**src/rtl/qte_pkg.sv**
```systemverilog
// ----------------------------------------------------------------------------
// qte_pkg: shared constants, types and functions for quaternion to euler bins
// Holds the arctangent table, datapath widths and the beat record that
// travels down the cordic cell chain.
// ----------------------------------------------------------------------------
`default_nettype none

package qte_pkg;

    localparam int COMPONENT_BITS_DEF = 16;
    localparam int CORDIC_STEPS_DEF   = 16;
    localparam int TABLE_LEN          = 24;

    // cordic datapath width: operands prescaled to about 2^40, plus growth
    localparam int XY_W = 48;
    // angle width in units of 2^-32 turn, with headroom
    localparam int Z_W  = 36;

    localparam logic [Z_W-1:0] QUARTER_TURN = Z_W'(64'sd1 <<< 30);

    typedef logic signed [XY_W-1:0] t_xy;
    typedef logic signed [Z_W-1:0]  t_ang;

    // one rotator lane; zero marks a zero vector whose angle stays zero
    typedef struct packed {
        logic zero;
        t_xy  x;
        t_xy  y;
        t_ang z;
    } t_lane;

    // atan(2^-i) in 2^-32 turn
    function automatic t_ang atan_tab(input logic [4:0] i);
        logic [31:0] v;
        begin
            unique case (i)
                5'd0:  v = 32'h20000000;
                5'd1:  v = 32'h12E4051E;
                5'd2:  v = 32'h09FB385B;
                5'd3:  v = 32'h051111D4;
                5'd4:  v = 32'h028B0D43;
                5'd5:  v = 32'h0145D7E1;
                5'd6:  v = 32'h00A2F61E;
                5'd7:  v = 32'h00517C55;
                5'd8:  v = 32'h0028BE53;
                5'd9:  v = 32'h00145F2F;
                5'd10: v = 32'h000A2F98;
                5'd11: v = 32'h000517CC;
                5'd12: v = 32'h00028BE6;
                5'd13: v = 32'h000145F3;
                5'd14: v = 32'h0000A2FA;
                5'd15: v = 32'h0000517D;
                5'd16: v = 32'h000028BE;
                5'd17: v = 32'h0000145F;
                5'd18: v = 32'h00000A30;
                5'd19: v = 32'h00000518;
                5'd20: v = 32'h0000028C;
                5'd21: v = 32'h00000146;
                5'd22: v = 32'h000000A3;
                5'd23: v = 32'h00000051;
                default: v = 32'h0;
            endcase
            atan_tab = t_ang'({1'b0, v});
        end
    endfunction

endpackage

`default_nettype wire

```
**src/rtl/qte_back.sv**
```systemverilog
// ----------------------------------------------------------------------------
// qte_back: angle to fraction, bins and levels
// Clamps each angle to its range, then scales by 18 and 100.
// ----------------------------------------------------------------------------
`default_nettype none

module qte_back
    import qte_pkg::*;
(
    input  wire        i_clk,
    input  wire        i_rst_n,
    input  wire        i_en,
    input  wire        i_vld,
    input  t_lane      i_lane [3],
    output logic       o_vld,
    output logic [4:0] o_roll_bin,
    output logic [4:0] o_pitch_bin,
    output logic [4:0] o_yaw_bin,
    output logic signed [6:0] o_pitch_level,
    output logic signed [6:0] o_yaw_level,
    output logic signed [6:0] o_roll_level
);

    // clamp angle plus offset into [0, hi]
    function automatic logic [32:0] frac(input t_ang a, input logic pitch);
        logic signed [Z_W:0] v;
        logic signed [Z_W:0] hi;
        begin
            v  = (Z_W+1)'(a) + (pitch ? (Z_W+1)'(64'sd1 <<< 30) : (Z_W+1)'(64'sd1 <<< 31));
            hi = pitch ? (Z_W+1)'(64'sd1 <<< 31) : (Z_W+1)'(64'sd1 <<< 32);
            if (v < 0) begin
                frac = '0;
            end else if (v > hi) begin
                frac = 33'(hi);
            end else begin
                frac = 33'(v);
            end
        end
    endfunction

    logic        r_v1;
    logic [32:0] r_tr, r_tp, r_ty;

    always_ff @(posedge i_clk) begin
        if (i_en) begin
            r_tr <= frac(i_lane[0].z, 1'b0);
            r_tp <= frac(i_lane[1].z, 1'b1);
            r_ty <= frac(i_lane[2].z, 1'b0);
        end
    end

    // scaled values
    logic [39:0] m18r, m18p, m18y, m100r, m100p, m100y;
    assign m18r  = 40'(r_tr) * 40'd18;
    assign m18p  = 40'(r_tp) * 40'd18;
    assign m18y  = 40'(r_ty) * 40'd18;
    assign m100r = 40'(r_tr) * 40'd100;
    assign m100p = 40'(r_tp) * 40'd100;
    assign m100y = 40'(r_ty) * 40'd100;

    always_ff @(posedge i_clk) begin
        if (i_en) begin
            o_roll_bin    <= m18r[36:32];
            o_pitch_bin   <= m18p[35:31];
            o_yaw_bin     <= m18y[36:32];
            o_pitch_level <= 7'sd50 - 7'(m100p[38:31]);
            o_yaw_level   <= 7'(m100y[39:32]) - 7'sd50;
            o_roll_level  <= 7'(m100r[39:32]) - 7'sd50;
        end
    end

    logic r_v2;
    always_ff @(posedge i_clk) begin
        if (!i_rst_n) begin
            r_v1 <= 1'b0;
            r_v2 <= 1'b0;
        end else if (i_en) begin
            r_v1 <= i_vld;
            r_v2 <= r_v1;
        end
    end

    assign o_vld = r_v2;

endmodule

`default_nettype wire
```
**config.mk**
```make
export PLATFORM = sky130hd
export DESIGN_NAME = qte_back
export DESIGN_NICKNAME = d
export VERILOG_FILES = /design/src/rtl/qte_pkg.sv /design/src/rtl/qte_back.sv
export SDC_FILE = /design/constraint.sdc
export NUM_CORES = 1
export LEC_CHECK = 0
export ABC_CLOCK_PERIOD_IN_PS = 12300
export BUFFER_PORTS_ARGS = -buffer_cell sky130_fd_sc_hd__buf_2
export CELL_PAD_IN_SITES_DETAIL_PLACEMENT = 1
export CELL_PAD_IN_SITES_GLOBAL_PLACEMENT = 1
export CORE_ASPECT_RATIO = 2
export CORE_MARGIN = 1.5
export CORE_UTILIZATION = 39
export DETAILED_ROUTE_END_ITERATION = 12
export PLACE_DENSITY_LB_ADDON = 0.25
export REMOVE_ABC_BUFFERS = 1
export SLEW_MARGIN = 20
export SYNTH_ARGS = -nofsm -noshare
export SYNTH_HDL_FRONTEND = slang
export SYNTH_SLANG_ARGS = --single-unit
```
**constraint.sdc**
```tcl
create_clock -name i_clk -period 12.3 [get_ports i_clk]
set_input_delay 2.46 -clock i_clk [delete_from_list [all_inputs] [get_ports i_clk]]
set_output_delay 2.46 -clock i_clk [all_outputs]
set_load 0.02 [all_outputs]
```
# After elaboration in Yosys (flattened, before gate mapping)
# Cells that the tools add are included.
word_totals:
  output_inout_bits: 37
  inputBits: 403
  ramBits: 0
  elab_cells: 38
  latch_bits: 0
  rom_bits: 0
  register_bits: 137
  n_memories: 0
classes:
  n_lt_le_gt_ge: 6
  reduce_logical: 3
  n_addsub: 6
  shifts: 0
  n_mux: 3
  eq_ne: 0
  bitwise: 0
  mul: 6
  div: 0
ops:
  columns: ["cell", "count"]
  rows:
  - ["$lt A37 B1 Y1 const B", 3]
  - ["$add A36 B33 Y37 const B", 2]
  - ["$gt A37 B34 Y1 const B", 2]
  - ["$mul A33 B5 Y37 const B", 2]
  - ["$mul A33 B4 Y36 const B", 2]
  - ["$mux W33", 2]
  - ["$add A36 B32 Y37 const B", 1]
  - ["$gt A37 B33 Y1 const B", 1]
  - ["$mul A33 B5 Y36 const B", 1]
  - ["$mul A33 B4 Y35 const B", 1]
  - ["$mux W32", 1]
  - ["$sub A7 B6 Y7 const B", 2]
  - ["$sub A6 B7 Y7 const A", 1]
  - ["$reduce_or A2 Y1", 3]

# Depth between registers and ports, before layout
# Gate-level depths: netlist of the first run.
depth:
  depth_word: 3
  depth_mapped: 21
  ltp_nobuf: 21

# Worst setup path after synthesis of the first run
# OpenSTA, ideal clock, no wires.
synth_timing:
  path_kind: "register to register"
  start: "register r_ty[9]"
  end: "register o_yaw_level[5], data pin"
  n_path_buf: 0
  path_slack_ns: 7.657
  required_ns: 12.042
  path_stages_with_launch: 22
  arrival_time_ns: 4.385
  period_less_slack_ns: 4.643
  setup_ns: 0.258
  cell_sequence: "edfxtp_1 ha_1 ha_1 inv_1 fa_1 inv_1 ha_1 a21o_1 a21o_1 a2111oi_4 a211oi_1 or3_1 xnor2_1 ha_1 nand2b_1 nor3_1 a31oi_1 o311ai_1 nor2_1 a21oi_1 o21a_1 xnor2_1"
synth_via:
  elab_chain_len: 2
synth_rtl:
  columns: ["item", "line", "source"]
  rows:
  - ["start, declared", "qte_back.sv:42", "logic [32:0] r_tr, r_tp, r_ty;"]
  - ["start signal, assigned", "qte_back.sv:48", "r_ty <= frac(i_lane[2].z, 1'b0);"]
  - ["$mul A33 B5 Y37", "qte_back.sv:59", "assign m100y = 40'(r_ty) * 40'd100;"]
  - ["$sub A7 B6 Y7", "qte_back.sv:67", "o_yaw_level <= 7'(m100y[39:32]) - 7'sd50;"]
  - ["end signal, assigned", "qte_back.sv:67", null]
  - ["end, declared", "qte_back.sv:20", "output logic signed [6:0] o_yaw_level,"]
# No other way between the ends.
# A chain may end at the register's enable or synchronous reset.

# Worst setup path after layout of the first run
layout_timing:
  start: "register r_ty[13]"
  end: "register o_yaw_level[5], data pin"
# Same word-level chain as after synthesis.

==> impl_metrics.yaml, run 1 <==
synth:
  yosys.area.top_type: "ha_1"
  synth_edf_count: 135
  synth.most_common_cell: "ha_1"
  synth_top_cell_area_share: 0.346
  ys_seq_elements: 137
  synthFlopType: "edfxtp_1"
  syn_area_um2: 17200
  ys_types: 67
  avgSynthCellArea_um2: 9.99
  synth_common_cells: "ha_1 (474), inv_1 (378), edfxtp_1 (135)"
  ys_async_sr_fraction: 0
  synth_cells: 1718
  ys_warn_count: 0
  synth_area_leaders: "ha_1 (35%), edfxtp_1 (24%), fa_1 (9.5%)"
  seq_area_frac_synth: 0.239
clocking:
  cts-root-buf: "clkbuf_16"
  htree_levels: 4
  cts_buffers: 17
  cts_resized: 0
  cts_tree: "built"
  clkTransAtPathRegs_ps: 60
  postCtsSetupBuffers: 0
  cts_hold_buf: 0
  clk_latency_ps: 450
  clock_path_buffers: 2
  cts.sink_count: 137
sta:
  max_freq_mhz: 190
  period_share: 0.429
  fin_tns_setup_ps: 0
  hold_viol: 0
  setup_ws_ps: 7030
  max-slew-margin-rel: 0.325
  rsz0062_at_grt: "false"
  report.final.slew_viol_count: 0
  setup_viol: 0
  skew_ps: 11.1
  min_period_ps: 5270
  worst_pin_slew_ps: 1010
hold_path:
  hp-class: "flop to flop"
  min_from: "r_v1"
  holdPathEnd: "r_v1"
  min_path_cells: 2
drt:
  routed_wl_um: 43200
  drtIter0Drc: 249
  via_count: 12829
  post-route-drc-count: 0
  wl_per_cell_um: 17.7
  first_pass_iters: 4
  vias_per_cell: 5.26
  final_antenna_net_count: 0
final_layout:
  drive_above_1_share: 0.101
  nets: 2834
  diodes: 0
  regArea_um2: 4090
  area_growth_pct: 11.9
  final_util: 0.442
  filler_cell_count: 4981
  multi_input_area_um2: 11600
setup_path:
  rr_worst_depth: 21
  r2r_start: "r_ty[13]"
  cp.arrival_ps: 5530
  r2r_end: "o_yaw_level[5]"
  r2r_slack_ps: 7030
  cp-end-kind: "flop"
  start_kind: "flop"
  required_ps: 12560
  crit_type: "flop to flop"
  worst-path-max-fanout: 5
placed_design:
  dp_hpwl_um: 37100
  pre_cts_slack_ps: 6870
  numPortBuffers: 148
  routabilityCongestion: 0.806
global_routing:
  antenna_found_initial: 1
  grt_first_pass_wirelength_um: 70300
  grt_overflow: 0
  grt_pass1_vias: 14519
  grt_usage: 0.203
  grt_max_degree: 80
floorplan:
  die_h_um: 300
  io_pins: 440
  die_w_um: 151
  die_area_um2: 45300
  initial_core_util: 0.396
  rows: 108
  core_area_um2: 43400
power_and_ir_drop:
  pwr-share-comb: 0.501
  power_frac_clock: 0.229
  switching_share: 0.399
  seqPwrFrac: 0.270
  p_sw_uw: 992
  peakVddDrop_v: 0.000102
  p_leak_uw: 0.00999
  p_int_uw: 1500
  powerDensity_nw_per_um2: 130
run:
  max_cap_violations: 0
outcome:
  outcome: "complete, no violations"
==> state kept, by name, indices dropped and copies added (netlist names) <==
signal,flops
r_tp,33
r_tr,33
r_ty,33
o_pitch_level,7
o_roll_level,7
o_yaw_level,7
o_pitch_bin,5
o_roll_bin,5
o_yaw_bin,5
o_vld,1
r_v1,1
==> layout make-up <==
cell class                      instances  area share
Tap cell                              550      0.0359
Timing Repair Buffer                  152      0.0405
Inverter                              378      0.0739
Multi-Input combinational cell       1190       0.604
Clock inverter                          9     0.00893
Clock buffer                           23      0.0233
Sequential cell                       137       0.213
==> power groups by stage <==
stage	Combinational, uW	Clock [uW]	Sequential [uW]
2_1_floorplan	836	0	714
3_3_place_gp	1210	0	681
3_5_place_dp	1270	0	682
4_1_cts	1280	584	673
5_1_grt	1440	598	679
6_report	1250	570	671
==> routing by layer <==
layer	wire length (um)	vias to the layer above	global-route usage
met4	1920	2	0.0975
li1	-	6283	-
met2	24900	214	0.412
met3	1020	82	0.0227
met5	13	-	0
met1	15400	6248	0.191
==> worst max-delay path by stage <==
| stage | cells past startpoint | to | slack, ps | startpoint |
|---|---|---|---|---|
| finish | 21 | o_yaw_level[5] | 7030 | r_ty[13] |
| global route | 21 | o_yaw_level[5] | 6590 | r_ty[13] |
| CTS | 21 | o_yaw_level[5] | 6870 | r_ty[13] |
| detailed placement | 21 | o_yaw_level[5] | 6870 | r_ty[13] |
| global placement | 21 | o_yaw_level[5] | 6930 | r_ty[6] |
| floorplan | 21 | o_yaw_level[5] | 7670 | r_ty[9] |
==> logic make-up (layout without fill, tap and decap cells) <==
group                      count (synthesis)  count (layout)  synth area share
buffers and inverters                    391             562            0.0855
muxes                                      4               4           0.00233
AOI/OAI and AO/OA                        250             250            0.0996
other                                      1               1          0.000219
xor gates and xnor gates                  49              49            0.0250
adders and majority gates                556             556             0.441
and+or+nand+nor                          330             330             0.108
DFF                                      137             137             0.239
==> placed cells by master (no fill, tap or decap), drive strengths merged, types with 10 or more instances in the layout <==
cell    netlist  routed
edfxtp      135     135
nor4         27      27
ha          474     474
xnor2        36      36
and2         97      97
o21ai        50      50
nor3         27      27
clkbuf       13      23
nand2        36      36
nor2         45      45
buf           0     152
a21o         43      43
o21a         19      19
inv         378     378
a31oi        10      10
a21oi        60      60
a211oi       14      14
nor2b        19      19
nand4        27      27
nand3        21      21
xor2         13      13
fa           81      81
==> critical path, stage by stage, from the launching register on <==
cell,delay [ps]
edfxtp_1,530
ha_1,350
ha_1,280
inv_1,50
fa_1,500
inv_1,50
ha_1,310
a21oi_1,140
o21ai_0,200
a2111oi_4,540
a211oi_1,230
or3_1,470
xnor2_1,150
ha_1,240
nand2b_1,110
nor3_1,50
a31oi_1,140
o311ai_1,140
nor2_1,110
a21oi_1,50
o21a_1,200
xnor2_1,240
==> stage by stage <==
| step | instances | instance area [um2] | total power (uW) | hold WS [ps] |
|---|---|---|---|---|
| 2_1_floorplan | 1705 | 17100 | 1550 | 482 |
| 3_3_place_gp | 2407 | 18600 | 1890 | 496 |
| 3_5_place_dp | 2407 | 18600 | 1950 | 518 |
| 4_1_cts | 2439 | 19200 | 2540 | 531 |
| 5_1_grt | 2439 | 19200 | 2720 | 563 |
| 6_report | 2439 | 19200 | 2490 | 523 |
No activity file was read; power rests on OpenSTA's default activity.
==> inputs of run 2 (changes only) <==
- ABC_CLOCK_PERIOD_IN_PS: 12300 -> 5400
- clock period: 12.3 -> 5.4 ns (I/O delays scaled with it)
==> run 2 against run 1 <==
Effect of this change:
- final cell count up 0.90%
- global-route usage rose by 0.088 points
- die area did not move
- sequential power rose by 130%
- utilization grew 0.47 points
- critical endpoint unchanged
==> impl_metrics.yaml, run 2 (same netlist as run 1, synthesis figures left out) <==
setup_path:
  cp_slowest_cell: "edfxtp_1"
  crit_type: "flop to flop"
  cp_cell_sequence: "ha_1 > ha_1 > inv_1 > fa_1 > inv_1 > ha_1 > a211oi_1 > o21bai_1 > a221o_2 > a22o_1 > or3_4 > xnor2_1 > ha_2 > nand2b_1 > nor3_1 > a31oi_1 > o311ai_1 > nor2_1 > a21oi_1 > o21a_1 > xnor2_1 > buf_4"
  worst-path-max-fanout: 5
  crit_top_cell: "ha_1"
  slowest_delay_ps: 510
  required_ps: 5620
  worstPathBufferInverterCount: 3
  start_kind: "flop"
  cp.arrival_ps: 5370
  r2r_start: "r_ty[17]"
  critPathTopFamily: "adder cells"
  cp-end-kind: "flop"
  startpoint: "r_ty[17]"
run:
  max_cap_violations: 0
floorplan:
  die_h_um: 300
  rows: 108
  die_area_um2: 45300
  initial_core_util: 0.396
  core_area_um2: 43400
  die_w_um: 151
  io_pins: 440
hold_path:
  hp-class: "flop to flop"
  min_from: "r_v1"
power_and_ir_drop:
  p_leak_uw: 0.0101
  powerDensity_nw_per_um2: 296
  peakVddDrop_v: 0.000205
sta:
  min_period_ps: 5150
  worst_pin_slew_ps: 1130
  skew_ps: 11.7
  max_freq_mhz: 194
  hold_viol: 0
  setup_ws_ps: 249
  period_share: 0.954
  report.final.slew_viol_count: 0
  setup_viol: 0
  max-slew-margin-rel: 0.238
drt:
  drtIter0Drc: 224
  wl_per_cell_um: 17.7
  routed_wl_um: 43500
  final_antenna_net_count: 0
  first_pass_iters: 4
  via_count: 13014
  post-route-drc-count: 0
  vias_per_cell: 5.29
placed_design:
  pre_cts_slack_ps: 117
  placedCellCount: 2425
  routabilityCongestion: 0.801
  place_area_um2: 18700
  numPortBuffers: 148
  dp_hpwl_um: 37600
final_layout:
  final_area_um2: 19400
  drive_above_1_share: 0.117
  regArea_um2: 4090
  top_regs: "r_tp x33, r_tr x33, r_ty x33"
  mostFrequentLayoutCell: "ha_1"
  fin_cells: 2461
  diodes: 0
  filler_cell_count: 4958
  area_growth_pct: 13.0
  nets: 2856
  multi_input_area_um2: 11600
  layout_common_cells: "ha_1 (473), inv_1 (378), buf_2 (147)"
global_routing:
  grt_overflow: 0
  grt_first_pass_wirelength_um: 70600
  grt_usage: 0.203
  grt_max_degree: 53
  antenna_found_initial: 1
  grt_pass1_vias: 14650
clocking:
  cts-root-buf: "clkbuf_16"
  clkTransAtPathRegs_ps: 70
  clk_latency_ps: 460
  htree_levels: 4
  cts_tree: "built"
  cts.sink_count: 137
  clock_path_buffers: 2
  cts_buffers: 17
outcome:
  outcome: "complete, no violations"
[run 2: metrics by stage]
step / hold WS [ps] / util / TNS [ps] / power (uW)
2_1_floorplan: 482 / - / 0 / 3530
3_3_place_gp: 496 / 0.431 / 0 / 4350
3_5_place_dp: 541 / 0.431 / 0 / 4490
4_1_cts: 556 / 0.446 / 0 / 5850
5_1_grt: 578 / 0.447 / -53.2 / 6260
6_report: 548 / 0.447 / 0 / 5750
[run 2: worst reg2reg max path: cells and delay by family (launching register included)]
kind	cells	cell delay (ps)
adder cells (fa/ha/maj)	5	1650
AO/OA/AOI/OAI	8	1630
AND/OR/NAND/NOR	4	640
flip-flops	1	510
XOR/XNOR	2	270
buffers and inverters	3	240
[run 2: path summary, 6_finish.rpt]
check                           slack [ps]  cells after the start              to
worst min-delay path                   550                      2            r_v1
worst max-delay path                   250                     22  o_yaw_level[5]
worst min register to register         550                      2            r_v1
worst max register to register         250                     22  o_yaw_level[5]
[run 2: layout make-up]
class | count | share of cell area
Timing Repair Buffer | 174 | 0.0486
Clock inverter | 15 | 0.0109
Tap cell | 550 | 0.0355
Multi-Input combinational cell | 1190 | 0.599
Inverter | 378 | 0.0732
Clock buffer | 17 | 0.0219
Sequential cell | 137 | 0.211
[run 2: power by group]
group | total (uW) | leakage [uW] | switching, uW | internal, uW
sequential | 1520 | 0.00131 | 119 | 1400
combinational | 2930 | 0.00850 | 1690 | 1240
clock | 1300 | 0.000305 | 521 | 782
total | 5750 | 0.0101 | 2330 | 3410
[run 2: layer usage]
layer	up-vias	global-route usage	wire, um
li1	6339	-	-
met1	6368	0.185	14800
met2	222	0.417	25500
met3	83	0.0272	1190
met4	2	0.102	1970
met5	-	0	13
[run 2: timing repair]
action / CTS / global route
setup buffers: 0 / 4
endpoints found under the setup margin: 0 / 2
hold buffers: 0 / 0
resized for setup: 0 / 5
==> inputs of run 3 (changes only) <==
- ABC_CLOCK_PERIOD_IN_PS: 5400 -> 4200
- CORE_UTILIZATION: 39 -> 38
- clock period: 5.4 -> 4.2 ns (I/O delays scaled with it)
==> run 3 against run 2 <==
Effect of this change:
- the flow now finishes with violations (DRC, setup timing)
- register-to-register slack got worse by 940 ps
- utilization increased by 4.4 points
- combinational power increased by 69%
- clock skew decreased by 3.0 ps
- sequential cell count unchanged
- largest cell class unchanged
- critical path depth increased by 1
- maximum frequency increased by 5.2%
- count of clock-buffer cells in the layout increased by 1
- final cell count increased by 9.5%
- design area increased by 13%
- via count increased by 3.4%
==> impl_metrics.yaml, run 3 (same netlist as run 1, synthesis figures left out) <==
sta:
  period_share: 1.17
  worst_pin_slew_ps: 849
  report.final.slew_viol_count: 0
  hold_viol: 0
  skew_ps: 8.75
  hold_ws_ps: 531
  max_freq_mhz: 204
  max-slew-margin-rel: 0.434
  setup_ws_ps: -695
  rsz0062_at_grt: "true"
  min_period_ps: 4900
  setup_viol: 9
floorplan:
  die_area_um2: 46500
  initial_core_util: 0.384
  io_pins: 440
  rows: 110
  die_w_um: 153
  core_area_um2: 44700
  die_h_um: 304
clocking:
  clkTransAtPathRegs_ps: 60
  clock_path_buffers: 2
  htree_levels: 4
  cts-root-buf: "clkbuf_16"
  cts_buffers: 17
  cts_hold_buf: 0
  cts.sink_count: 137
  clk_latency_ps: 460
  cts_tree: "built"
placed_design:
  place_area_um2: 19900
  routabilityCongestion: 0.817
  dp_hpwl_um: 35300
  numPortBuffers: 148
power_and_ir_drop:
  switching_share: 0.401
  pwr-share-comb: 0.594
  p_sw_uw: 3340
  p_int_uw: 5000
  p_leak_uw: 0.0112
  seqPwrFrac: 0.229
  peakVddDrop_v: 0.000322
  powerDensity_nw_per_um2: 380
  power_frac_clock: 0.177
setup_path:
  r2r_slack_ps: -700
  start_kind: "flop"
  required_ps: 4410
  rr_worst_depth: 23
  cp.arrival_ps: 5110
  startpoint: "r_ty[19]"
  cp-end-kind: "flop"
  crit_type: "flop to flop"
  r2r_end: "o_yaw_level[5]"
  r2r_start: "r_ty[19]"
  worst-path-max-fanout: 4
final_layout:
  final_util: 0.491
  diodes: 0
  multi_input_area_um2: 12500
  final_area_um2: 22000
  regArea_um2: 4090
  nets: 3079
  area_growth_pct: 28.0
  top_regs: "r_tp x33, r_tr x33, r_ty x33"
  filler_cell_count: 4980
  drive_above_1_share: 0.265
  layout_common_cells: "ha_1 (434), inv_1 (362), buf_4 (231)"
  mostFrequentLayoutCell: "ha_1"
drt:
  drtIter0Drc: 339
  post-route-drc-count: 4
  first_pass_iters: 8
  via_count: 13451
  vias_per_cell: 4.99
  routed_wl_um: 43700
  final_antenna_net_count: 0
  wl_per_cell_um: 16.2
hold_path:
  min_path_cells: 2
  min_from: "o_vld"
  hp-class: "flop to flop"
  holdPathEnd: "o_vld"
global_routing:
  grt_usage: 0.193
  grt_overflow: 0
  grt_max_degree: 85
  antenna_found_initial: 0
  grt_first_pass_wirelength_um: 71200
  grt_pass1_vias: 14833
outcome:
  violations: "DRC, setup timing"
  outcome: "complete, but fails checks"
run:
  max_cap_violations: 0
==> run 3: changes by cell type in the layout (fill, tap and decap cells not counted), sizes merged <==
cell      previous run  this run
buf                174       397
bufinv               4         0
clkinvlp             2         6
clkbuf              17        18
clkinv               3         2
==> run 3: power by group through the flow <==
stage	Combinational [uW]	Clock, uW	Sequential, uW
finish	4950	1480	1910
global route	5580	1560	1940
CTS	4580	1530	1920
detailed placement	4070	0	1940
global placement	3930	0	1940
floorplan	2450	0	2090
==> run 3: cell type report <==
| class | count | share of cell area |
|---|---|---|
| inverter | 378 | 0.0646 |
| sequential | 137 | 0.186 |
| timing repair buffer | 397 | 0.123 |
| clock inverter | 14 | 0.00518 |
| multi-input combinational | 1190 | 0.569 |
| tap | 560 | 0.0319 |
| clock buffer | 18 | 0.0200 |
==> run 3: repair_timing <==
item	in CTS	in global routing
setup buffers	51	23
pin swaps	93	71
resized for setup	91	74
endpoints found under the setup margin	13	13
==> run 3: per-layer routing <==
layer / part of all wire / global-route usage
met5: 0 / 0
met1: 0.46 / 0.240
met4: 0.015 / 0.0528
met2: 0.51 / 0.351
met3: 0.022 / 0.0208
==> run 3: critical path, stage by stage, from the launching register on <==
cell	delay [ps]
edfxtp_1	480
ha_1	340
ha_1	270
inv_1	50
fa_1	490
inv_2	50
ha_4	260
nand4_1	130
buf_4	180
nor3_4	160
a32oi_1	130
buf_4	180
a211oi_4	260
a2111oi_4	80
or3_4	410
ha_4	180
nand2b_1	90
nor3_1	50
a31oi_1	220
o311ai_2	160
nor2_1	110
a21oi_1	50
o21a_1	190
xnor2_1	120
==> run 3: per-stage QoR <==
step,TNS (ps),std cells,power (uW),worst slack (ps)
2_1_floorplan,-747,1705,4540,-433
3_3_place_gp,-3900,2590,5870,-831
3_5_place_dp,-4650,2590,6010,-945
4_1_cts,-2070,2671,8020,-696
5_1_grt,-4170,2694,9070,-940
6_report,-2330,2694,8340,-695
==> run 3: worst max-delay path by stage <==
| stage | to | cells after the start |
|---|---|---|
| final | o_yaw_level[5] | 23 |
| after global routing | o_yaw_level[5] | 23 |
| after CTS | o_yaw_level[5] | 21 |
| after detailed placement | o_yaw_level[5] | 21 |
| after global placement | o_yaw_level[5] | 21 |
| after floorplan | o_yaw_level[5] | 21 |
